--- src/rtl/core/sequence_gap_tracker_unit_assert.svh ---
// Assertion macros shared by the sequence gap tracker RTL.
// Expects signals named clk and rst_n in the scope where a macro is used.
`ifndef SEQUENCE_GAP_TRACKER_UNIT_ASSERT_SVH
`define SEQUENCE_GAP_TRACKER_UNIT_ASSERT_SVH

// A condition that holds at every clock edge outside reset.
`define SGT_ASSERT_HOLDS(label, cond, msg) \
  label: assert property (@(posedge clk) disable iff (!rst_n) (cond)) \
    else $error(msg);

// A consequence that holds in the same cycle as its antecedent.
`define SGT_ASSERT_IMPL(label, ante, cons, msg) \
  label: assert property (@(posedge clk) disable iff (!rst_n) (ante) |-> (cons)) \
    else $error(msg);

// A consequence that holds in the cycle after its antecedent.
`define SGT_ASSERT_NEXT(label, ante, cons, msg) \
  label: assert property (@(posedge clk) disable iff (!rst_n) (ante) |=> (cons)) \
    else $error(msg);

`endif

--- src/rtl/core/sgt_pkg.sv ---
// Shared types and constants of the sequence gap tracker.
// Used by sgt_cell and sequence_gap_tracker_unit; depends on nothing.
package sgt_pkg;

  // Field widths of the stream payloads.
  localparam int SEQ_IN_W    = 31;
  localparam int SKIP_W      = 5;
  localparam int CODE_W      = 3;
  localparam int IN_TDATA_W  = 40;
  localparam int OUT_TDATA_W = 72;
  localparam int OUT_PAD_W   = OUT_TDATA_W - CODE_W - 2 * SEQ_IN_W;

  // Request kinds carried on in_tuser.
  localparam logic OP_TRACK = 1'b0;
  localparam logic OP_FIND  = 1'b1;

  // Result codes.
  localparam logic [CODE_W-1:0] CODE_IN_SEQ     = 3'd0;
  localparam logic [CODE_W-1:0] CODE_REPLAYED   = 3'd1;
  localparam logic [CODE_W-1:0] CODE_GAP_CLOSED = 3'd2;
  localparam logic [CODE_W-1:0] CODE_NEW_GAP    = 3'd3;
  localparam logic [CODE_W-1:0] CODE_FULL       = 3'd4;

  typedef enum logic [1:0] {
    S_IDLE,
    S_WALK,
    S_DONE
  } state_t;

  // Control broadcast from the sequencer to every cell of the chain.
  typedef struct packed {
    logic shift;  // every cell takes its neighbor's block
    logic wr;     // the addressed cell loads the write block
  } cell_ctl_t;

endpackage

--- src/rtl/core/sgt_cell.sv ---
// One storage cell of the block chain: holds a single [begin, end) range.
// Depends on sgt_pkg for the control struct.
module sgt_cell #(
  parameter int SEQ_BITS = 32,
  parameter int IDX_W    = 4,
  parameter int CELL_IDX = 0
) (
  input  logic                  clk,
  input  sgt_pkg::cell_ctl_t    ctl,
  input  logic [IDX_W-1:0]      wr_idx,
  input  logic [SEQ_BITS-1:0]   wr_begin,
  input  logic [SEQ_BITS-1:0]   wr_end,
  input  logic [SEQ_BITS-1:0]   nbr_begin,
  input  logic [SEQ_BITS-1:0]   nbr_end,
  output logic [SEQ_BITS-1:0]   begin_q,
  output logic [SEQ_BITS-1:0]   end_q
);

  localparam logic [IDX_W-1:0] MY_IDX = IDX_W'(CELL_IDX);

  logic [SEQ_BITS-1:0] begin_r;
  logic [SEQ_BITS-1:0] end_r;

  // A direct write wins over the shift, so the tail slot can take the
  // block leaving the head in the same cycle.
  always_ff @(posedge clk) begin
    if (ctl.wr && (wr_idx == MY_IDX)) begin
      begin_r <= wr_begin;
      end_r   <= wr_end;
    end else if (ctl.shift) begin
      begin_r <= nbr_begin;
      end_r   <= nbr_end;
    end
  end

  assign begin_q = begin_r;
  assign end_q   = end_r;

endmodule

--- src/rtl/core/sequence_gap_tracker_unit.sv ---
// Sequence gap tracker: ordered table of received [begin, end) blocks in a chain of cells.
// Requests are taken one at a time: in_tready is high only in the idle state, and each
// request walks all N stored blocks (at most MAX_BLOCKS), one block per cycle past the head
// cell unless an insertion holds the head in place, before its result is registered.
// Reset (synchronous, rst_n low) empties the table and drops any pending result.
// Depends on sgt_pkg, sgt_cell and sequence_gap_tracker_unit_assert.svh.
`include "sequence_gap_tracker_unit_assert.svh"

module sequence_gap_tracker_unit #(
  parameter int MAX_BLOCKS = 16,
  parameter int SEQ_BITS   = 32
) (
  input  logic                               clk,
  input  logic                               rst_n,
  // Request channel.
  input  logic                               in_tvalid,
  output logic                               in_tready,
  input  logic [sgt_pkg::IN_TDATA_W-1:0]     in_tdata,   // seq[30:0], skip[35:31], zero pad
  input  logic                               in_tuser,   // op
  // Result channel.
  output logic                               out_tvalid,
  input  logic                               out_tready,
  output logic [sgt_pkg::OUT_TDATA_W-1:0]    out_tdata,  // code[2:0], gap_begin[33:3],
                                                         // gap_end[64:34], zero pad
  output logic                               out_tuser   // found
);

  // The table lives in a row of cells that works as a queue. Block j of the
  // ordered table sits in cell 0 when j blocks have been walked; cell 1 then
  // holds block j + 1. Each walk step pops the head and writes it, possibly
  // modified, back at the tail slot, so after N steps the table is in its
  // original order again. Inserting a block before the head is a tail write
  // without a pop, which places the new block between the walked blocks and
  // the rest. Appending is a tail write once the walk is over.

  localparam int CNT_W = $clog2(MAX_BLOCKS + 1);
  localparam int IDX_W = $clog2(MAX_BLOCKS);

  localparam logic [CNT_W-1:0]    MAX_CNT  = CNT_W'(MAX_BLOCKS);
  localparam logic [CNT_W-1:0]    CNT_ONE  = CNT_W'(1);
  localparam logic [SEQ_BITS-1:0] SEQ_ONE  = SEQ_BITS'(1);
  localparam logic [SEQ_BITS-1:0] SEQ_ZERO = '0;
  localparam logic [sgt_pkg::SKIP_W-1:0] SKIP_ONE = {{(sgt_pkg::SKIP_W-1){1'b0}}, 1'b1};

  // Unpacked request fields.
  logic [sgt_pkg::SEQ_IN_W-1:0] in_seq;
  logic [sgt_pkg::SKIP_W-1:0]   in_skip;
  logic [SEQ_BITS-1:0]          in_seq_s;

  assign in_seq  = in_tdata[sgt_pkg::SEQ_IN_W-1:0];
  assign in_skip = in_tdata[sgt_pkg::SEQ_IN_W +: sgt_pkg::SKIP_W];

  // Sequence numbers are held modulo 2^SEQ_BITS.
  generate
    if (SEQ_BITS > sgt_pkg::SEQ_IN_W) begin : g_seq_wide
      assign in_seq_s = {{(SEQ_BITS - sgt_pkg::SEQ_IN_W){1'b0}}, in_seq};
    end else begin : g_seq_narrow
      assign in_seq_s = in_seq[SEQ_BITS-1:0];
    end
  endgenerate

  // Control registers.
  sgt_pkg::state_t state_r, state_nxt;
  logic [CNT_W-1:0] count_r;     // blocks in the table
  logic [CNT_W-1:0] rem_r;       // blocks still to walk past the head
  logic             done_r;      // the request has been decided during the walk
  logic             prev_valid_r;
  logic             out_tvalid_r;

  // Request and result payload registers.
  logic                         op_r;
  logic [SEQ_BITS-1:0]          s_r;
  logic [sgt_pkg::SKIP_W-1:0]   skip_r;
  logic [SEQ_BITS-1:0]          prev_end_r; // end of the previous block; 1 before the first
  logic [sgt_pkg::CODE_W-1:0]   code_r;
  logic                         found_r;
  logic [SEQ_BITS-1:0]          gb_r;
  logic [SEQ_BITS-1:0]          ge_r;
  logic [sgt_pkg::OUT_TDATA_W-1:0] out_tdata_r;
  logic                         out_tuser_r;

  // Chain of cells.
  logic [SEQ_BITS-1:0] cell_begin [MAX_BLOCKS];
  logic [SEQ_BITS-1:0] cell_end   [MAX_BLOCKS];
  sgt_pkg::cell_ctl_t  cell_ctl;
  logic [IDX_W-1:0]    wr_idx_c;
  logic [SEQ_BITS-1:0] wr_begin_c;
  logic [SEQ_BITS-1:0] wr_end_c;

  genvar gi;
  generate
    for (gi = 0; gi < MAX_BLOCKS; gi++) begin : g_cell
      localparam int NBR = (gi + 1) % MAX_BLOCKS;
      sgt_cell #(
        .SEQ_BITS (SEQ_BITS),
        .IDX_W    (IDX_W),
        .CELL_IDX (gi)
      ) u_cell (
        .clk       (clk),
        .ctl       (cell_ctl),
        .wr_idx    (wr_idx_c),
        .wr_begin  (wr_begin_c),
        .wr_end    (wr_end_c),
        .nbr_begin (cell_begin[NBR]),
        .nbr_end   (cell_end[NBR]),
        .begin_q   (cell_begin[gi]),
        .end_q     (cell_end[gi])
      );
    end
  endgenerate

  // Head of the queue and its successor.
  logic [SEQ_BITS-1:0] head_b;
  logic [SEQ_BITS-1:0] head_e;
  logic [SEQ_BITS-1:0] next_b;
  logic [SEQ_BITS-1:0] head_e_inc;
  logic [SEQ_BITS-1:0] s_inc;
  logic [CNT_W-1:0]    cnt_m1;

  assign head_b     = cell_begin[0];
  assign head_e     = cell_end[0];
  assign next_b     = cell_begin[1];
  assign head_e_inc = head_e + SEQ_ONE;
  assign s_inc      = s_r + SEQ_ONE;
  assign cnt_m1     = count_r - CNT_ONE;

  // Walk and finish decisions.
  logic                       accept_c;
  logic                       pop_c;
  logic                       ins_c;
  logic                       app_c;
  logic                       decide_c;
  logic                       hit_c;
  logic                       skip_dec_c;
  logic                       out_free_c;
  logic                       finish_c;
  logic [sgt_pkg::CODE_W-1:0] code_c;
  logic [sgt_pkg::CODE_W-1:0] fin_code_c;
  logic [SEQ_BITS-1:0]        wb_c;
  logic [SEQ_BITS-1:0]        we_c;

  assign accept_c   = in_tvalid && in_tready;
  assign out_free_c = !out_tvalid_r || out_tready;
  assign finish_c   = (state_r == sgt_pkg::S_DONE) && out_free_c;

  // Next state.
  always_comb begin
    state_nxt = state_r;
    unique case (state_r)
      sgt_pkg::S_IDLE: begin
        if (in_tvalid) state_nxt = sgt_pkg::S_WALK;
      end
      sgt_pkg::S_WALK: begin
        if (rem_r == '0) state_nxt = sgt_pkg::S_DONE;
      end
      sgt_pkg::S_DONE: begin
        if (out_free_c) state_nxt = sgt_pkg::S_IDLE;
      end
      default: state_nxt = sgt_pkg::S_IDLE;
    endcase
  end

  // Walk step: look at the head block and decide what the request does with
  // it. Once the request is decided, the remaining blocks just cycle through
  // unchanged so that the table comes back into order.
  always_comb begin
    pop_c      = 1'b0;
    ins_c      = 1'b0;
    decide_c   = 1'b0;
    hit_c      = 1'b0;
    skip_dec_c = 1'b0;
    code_c     = code_r;
    wb_c       = head_b;
    we_c       = head_e;
    if ((state_r == sgt_pkg::S_WALK) && (rem_r != '0)) begin
      pop_c = 1'b1;
      if (!done_r) begin
        if (op_r == sgt_pkg::OP_TRACK) begin
          if (s_r == head_e) begin
            // Extending a block at its end. With a later block, the end may
            // only grow up to that block's begin.
            decide_c = 1'b1;
            if (rem_r > CNT_ONE) begin
              code_c = sgt_pkg::CODE_REPLAYED;
              if (head_e < next_b) begin
                we_c = head_e_inc;
                if (head_e_inc >= next_b) code_c = sgt_pkg::CODE_GAP_CLOSED;
              end
            end else begin
              we_c   = head_e_inc;
              code_c = sgt_pkg::CODE_IN_SEQ;
            end
          end else if ((s_r >= head_b) && (s_r < head_e)) begin
            decide_c = 1'b1;
            code_c   = sgt_pkg::CODE_REPLAYED;
          end else if ((head_b != SEQ_ZERO) && (s_r == head_b - SEQ_ONE)) begin
            // Extending a block at its beginning.
            decide_c = 1'b1;
            wb_c     = s_r;
            if ((s_r == SEQ_ONE) || (prev_valid_r && (prev_end_r >= s_r))) begin
              code_c = sgt_pkg::CODE_GAP_CLOSED;
            end else begin
              code_c = sgt_pkg::CODE_REPLAYED;
            end
          end else if (s_r < head_b) begin
            // A new one-number block goes in before the head unless the table is full. The head stays
            // put this cycle and the new block lands at the tail.
            decide_c = 1'b1;
            if (count_r == MAX_CNT) begin
              code_c = sgt_pkg::CODE_FULL;
            end else begin
              pop_c  = 1'b0;
              ins_c  = 1'b1;
              wb_c   = s_r;
              we_c   = s_inc;
              code_c = sgt_pkg::CODE_REPLAYED;
            end
          end
        end else begin
          // Find gap: a hole lies between the previous end and this begin.
          if (head_b > prev_end_r) begin
            if (skip_r != '0) begin
              skip_dec_c = 1'b1;
            end else begin
              decide_c = 1'b1;
              hit_c    = 1'b1;
            end
          end
        end
      end
    end
  end

  // Finish: a track request that matched no block appends one at the end if the table has room.
  always_comb begin
    app_c      = 1'b0;
    fin_code_c = code_r;
    if ((op_r == sgt_pkg::OP_TRACK) && !done_r) begin
      if (count_r == MAX_CNT) begin
        fin_code_c = sgt_pkg::CODE_FULL;
      end else begin
        app_c      = finish_c;
        fin_code_c = (s_r == SEQ_ONE) ? sgt_pkg::CODE_IN_SEQ : sgt_pkg::CODE_NEW_GAP;
      end
    end
  end

  // Chain write port: a popped head goes to the last occupied slot, an
  // inserted or appended block to the first free one.
  always_comb begin
    cell_ctl.shift = pop_c;
    cell_ctl.wr    = pop_c || ins_c || app_c;
    wr_idx_c       = (ins_c || app_c) ? count_r[IDX_W-1:0] : cnt_m1[IDX_W-1:0];
    wr_begin_c     = app_c ? s_r : wb_c;
    wr_end_c       = app_c ? s_inc : we_c;
  end

  // Gap bounds are reported in 31 bits.
  logic [sgt_pkg::SEQ_IN_W-1:0] gb_out;
  logic [sgt_pkg::SEQ_IN_W-1:0] ge_out;

  generate
    if (SEQ_BITS >= sgt_pkg::SEQ_IN_W) begin : g_out_cut
      assign gb_out = gb_r[sgt_pkg::SEQ_IN_W-1:0];
      assign ge_out = ge_r[sgt_pkg::SEQ_IN_W-1:0];
    end else begin : g_out_ext
      assign gb_out = {{(sgt_pkg::SEQ_IN_W - SEQ_BITS){1'b0}}, gb_r};
      assign ge_out = {{(sgt_pkg::SEQ_IN_W - SEQ_BITS){1'b0}}, ge_r};
    end
  endgenerate

  // Control state.
  always_ff @(posedge clk) begin
    if (!rst_n) begin
      state_r      <= sgt_pkg::S_IDLE;
      count_r      <= '0;
      rem_r        <= '0;
      done_r       <= 1'b0;
      prev_valid_r <= 1'b0;
      out_tvalid_r <= 1'b0;
    end else begin
      state_r <= state_nxt;
      if (accept_c) begin
        rem_r        <= count_r;
        done_r       <= 1'b0;
        prev_valid_r <= 1'b0;
      end
      if (pop_c) begin
        rem_r        <= rem_r - CNT_ONE;
        prev_valid_r <= 1'b1;
      end
      if (decide_c) done_r <= 1'b1;
      if (ins_c || app_c) count_r <= count_r + CNT_ONE;
      if (finish_c) begin
        out_tvalid_r <= 1'b1;
      end else if (out_tready) begin
        out_tvalid_r <= 1'b0;
      end
    end
  end

  // Request and result payload.
  always_ff @(posedge clk) begin
    if (accept_c) begin
      op_r       <= in_tuser;
      s_r        <= in_seq_s;
      skip_r     <= in_skip;
      prev_end_r <= SEQ_ONE;
      code_r     <= sgt_pkg::CODE_IN_SEQ;
      found_r    <= 1'b0;
      gb_r       <= SEQ_ZERO;
      ge_r       <= SEQ_ZERO;
    end
    if (pop_c) prev_end_r <= head_e;
    if (skip_dec_c) skip_r <= skip_r - SKIP_ONE;
    if (decide_c) code_r <= code_c;
    if (hit_c) begin
      found_r <= 1'b1;
      gb_r    <= prev_end_r;
      ge_r    <= head_b;
    end
    if (finish_c) begin
      out_tdata_r <= {{sgt_pkg::OUT_PAD_W{1'b0}}, ge_out, gb_out, fin_code_c};
      out_tuser_r <= found_r;
    end
  end

  assign in_tready  = (state_r == sgt_pkg::S_IDLE);
  assign out_tvalid = out_tvalid_r;
  assign out_tdata  = out_tdata_r;
  assign out_tuser  = out_tuser_r;

  // The table never holds more blocks than it has cells.
  `SGT_ASSERT_HOLDS(a_count_bound, count_r <= MAX_CNT, "block count above table size")
  // An insertion needs a free cell at the tail.
  `SGT_ASSERT_IMPL(a_insert_room, ins_c, count_r != MAX_CNT, "insert into a full table")
  // The walk never has more blocks left than the table holds.
  `SGT_ASSERT_IMPL(a_rem_bound, state_r == sgt_pkg::S_WALK, rem_r <= count_r,
                   "walk counter beyond block count")
  // A finished walk always moves on to deliver its result.
  `SGT_ASSERT_NEXT(a_walk_ends, (state_r == sgt_pkg::S_WALK) && (rem_r == '0),
                   state_r == sgt_pkg::S_DONE, "walk did not finish")

endmodule
--- config.mk ---
export PLATFORM = sky130hd
export DESIGN_NAME = sequence_gap_tracker_unit
export DESIGN_NICKNAME = d
export VERILOG_FILES = /design/src/rtl/core/sgt_pkg.sv /design/src/rtl/core/sgt_cell.sv /design/src/rtl/core/sequence_gap_tracker_unit.sv
export VERILOG_INCLUDE_DIRS = /design/src /design/src/rtl/core
export SDC_FILE = /design/constraint.sdc
export NUM_CORES = 2
export LEC_CHECK = 0
export BUFFER_PORTS_ARGS = -buffer_cell sky130_fd_sc_hd__buf_2
export CAP_MARGIN = 20
export CORE_ASPECT_RATIO = 1.1
export CORE_MARGIN = 2
export CORE_UTILIZATION = 25
export DETAILED_ROUTE_END_ITERATION = 6
export SYNTH_ARGS = -nofsm -noshare
export SYNTH_HDL_FRONTEND = slang
export SYNTH_HIERARCHICAL = 1
export SYNTH_SLANG_ARGS = --single-unit
export TNS_END_PERCENT = 5
--- constraint.sdc ---
create_clock -name clk -period 13.1 [get_ports clk]
set_input_delay 2.62 -clock clk [delete_from_list [all_inputs] [get_ports clk]]
set_output_delay 2.62 -clock clk [all_outputs]
set_load 0.02 [all_outputs]
==> summary.txt <==
outcome - finished, final reports clean
post-synthesis cell type count - 88
number of buffers added on ports - 108
skew final - 0.0370 ns
Psw - 0.00177 W
CP Data Arrival Time - 8.28 ns
initial antenna violation count - 8
setup bufs post-CTS - 0
PostCTS Resize Cnt - 0
DR vias - 35100
combinational share of power - 3.4%
I/O Pins - 120
top-area cell type share of the netlist area - 58.1%
number of global-route vias before repair - 35800
Remaining DRCs - 0
Total Die Area - 0.257 mm²
Hold Violations, Final - 0
DRT Pass-1 Iters - 6
Layout Nets - 4355
Critical Path Slowest Stage Cell - o31ai_4
ys flop type - edfxtp_1
Longest Clk Path Bufs - 3
Worst EP required - 13.47 ns
RD Place Congestion - 0.929
Setup TNS - 0 ns
Seq/Total Area, Yosys - 58.6%
largest net degree at the start of global routing - 69
Rows - 193
HP Start - gb_r[10]
remaining global-route overflow - 0
CTS Hold Bufs - 0
Post-synth ARST share - 0%
met1 usage - 17.9%
Tightest Pin Transition - 1.16 ns
most common cell in the netlist - edfxtp_1
Final Max Tran Viols - 0
dominant cell type by area after synthesis - edfxtp_1
Placed Cells - 7294
number of synthesized flops with an enable pin - 1224
CTS tree - done
fmax - 126 MHz
Critical Path Source - g_cell[0].u_cell/begin_q[1]
Mapped Cells - 3942
Starting DRT DRC Count - 3301
slowest stage delay, CP - 0.92 ns
later-pin clock latency in the skew report - 0.78 ns
CP Cell Sequence - inv_1 -> ha_1 -> or4b_1 -> nor4_2 -> nand2_1 -> a211oi_1 -> a211o_1 -> a211oi_1 -> and4_1 -> o31ai_4 -> nor4_1 -> xor2_1 -> buf_4 -> and4bb_1 -> nand2_4 -> nand2b_4 -> buf_4
VDD IR max - 0.105 mV
Initial Util - 25.1%
Final Cycle Share - 60.3%
total power - 0.00806 W
CP bufs+invs - 3
CTS Buf Count - 121
Wirelength per Cell - 23.3 µm
Max-slew headroom - 22.7%
worst-path fanout max - 40
global-route wire length before repair - 255000 µm
Yosys warnings - 6
CTS H-tree lvls - 3
largest cells by area after synthesis - edfxtp_1 (58%), mux2_4 (19%), ha_1 (3.9%)
Sink Count - 1240
Seq cells post-synth - 1240
Final Core Density - 28.4%
busiest grt layer - met2
CORE AREA - 0.252 mm²
Cell Area, Synth - 0.0633 mm²
layout cells sized above 1 - 33.9%
min cycle time layout - 7.91 ns
ANT nets after route - 0
unrepaired setup endpoints after global routing - false
Post-synth top cells - edfxtp_1 (1224), mux2_4 (784), ha_1 (199)
Detailed Route WL - 175000 µm
PD cells - 113 mW/mm²
Hold Crit Class - reg -> reg
Sw Ratio - 21.9%
endpoint class of the critical path - flip-flop
Seq pwr share - 54.6%
RR Startpoint - g_cell[0].u_cell/begin_q[1]
post-DP HPWL - 118000 µm
GR met3 Demand/Resource - 1.42%
final cell count without fillers - 7527
met2 Use GR - 21.6%
critical path type - reg -> reg
final setup fails - 0
Syn-to-layout area delta - 13.0%
Clock Power Share - 42.0%
Critical Path Source Type - flip-flop
die width - 484 µm
Mapped Avg Cell Area - 16.0 µm²
Avg Vias per Cell - 4.66
root buf cell - clkbuf_16
GRT Overall Usage - 13.3%
Die Y - 532 µm
Worst-path clk slew - 0.06 ns
Max-Cap Viols - 0
Top delay family on crit path - simple AND/OR/NAND/NOR gates
static leakage - 27.7 nW
Pint - 0.00629 W
state kept, by name, summed over array words and instances, names as in the netlist, 5 cells and up:
register               cells
count_r                    5
s_r                       31
ge_r                      31
g_cell.u_cell/end_q      512
gb_r                      31
out_tdata                 65
prev_end_r                32
skip_r                     5
g_cell.u_cell/begin_q    512
rem_r                      5
cells by family after synthesis:
logic type,after synthesis,share of synthesized area [%]
compound gates,336,3.56
fa+ha+maj,199,3.94
flops,1240,58.6
buf+inv,355,3.36
other cells,1,0.00593
mux,1062,23.5
xor+xnor,105,1.45
simple gates,644,5.60
through the flow:
| stage | hold slack (ns) | setup slack, ns | area (µm²) |
|---|---|---|---|
| after CTS | 0.419 | 5.27 | 71400 |
| after floorplan | 0.400 | 2.98 | 63300 |
| after detailed placement | 0.405 | 4.70 | 67600 |
| final | 0.418 | 5.19 | 71500 |
| after global routing | 0.429 | 5.05 | 71500 |
| after global placement | 0.408 | 4.78 | 67600 |
area by class of cell:
cell class / instances / area, µm²
inverters: 172 / 646
fillers: 25200 / 180000
diodes: 2 / 5.00
clock inverters: 75 / 634
flip-flops and latches: 1240 / 37100
repair buffers: 223 / 1480
multi-input cells: 2353 / 24400
well taps: 3315 / 4150
clock buffers: 147 / 3130
power groups by stage:
stage               sequential [W]  clock (W)  combinational, W
floorplan                  0.00447          0          0.000167
global placement           0.00449          0          0.000268
detailed placement         0.00449          0          0.000271
CTS                        0.00440    0.00348          0.000272
global route               0.00440    0.00363          0.000296
finish                     0.00440    0.00339          0.000274
layer usage:
layer  routed length, µm  vias to the layer above
met3                7470                      284
li1                    -                    15500
met4                7190                        0
met1               78900                    18200
met5                   0                        -
met2               81900                     1063
path summary, 6_finish.rpt:
path / end / slack, ns / depth (start not counted)
max reg2reg: g_cell[6].u_cell/end_q[7] / 5.19 / 17
min reg2reg: out_tdata[13] / 0.42 / 0
min: out_tdata[13] / 0.42 / 0
max: g_cell[6].u_cell/end_q[7] / 5.19 / 17
cell usage in the layout (no fill, tap or decap), types with 87 or more instances in the layout:
master,count
a21oi_1,87
edfxtp_1,1224
mux2_4,784
clkbuf_16,121
mux2_2,161
buf_4,106
inv_1,169
nor3_1,109
ha_1,199
nor2_1,88
buf_2,108
Power figures use the tool's default switching activity.
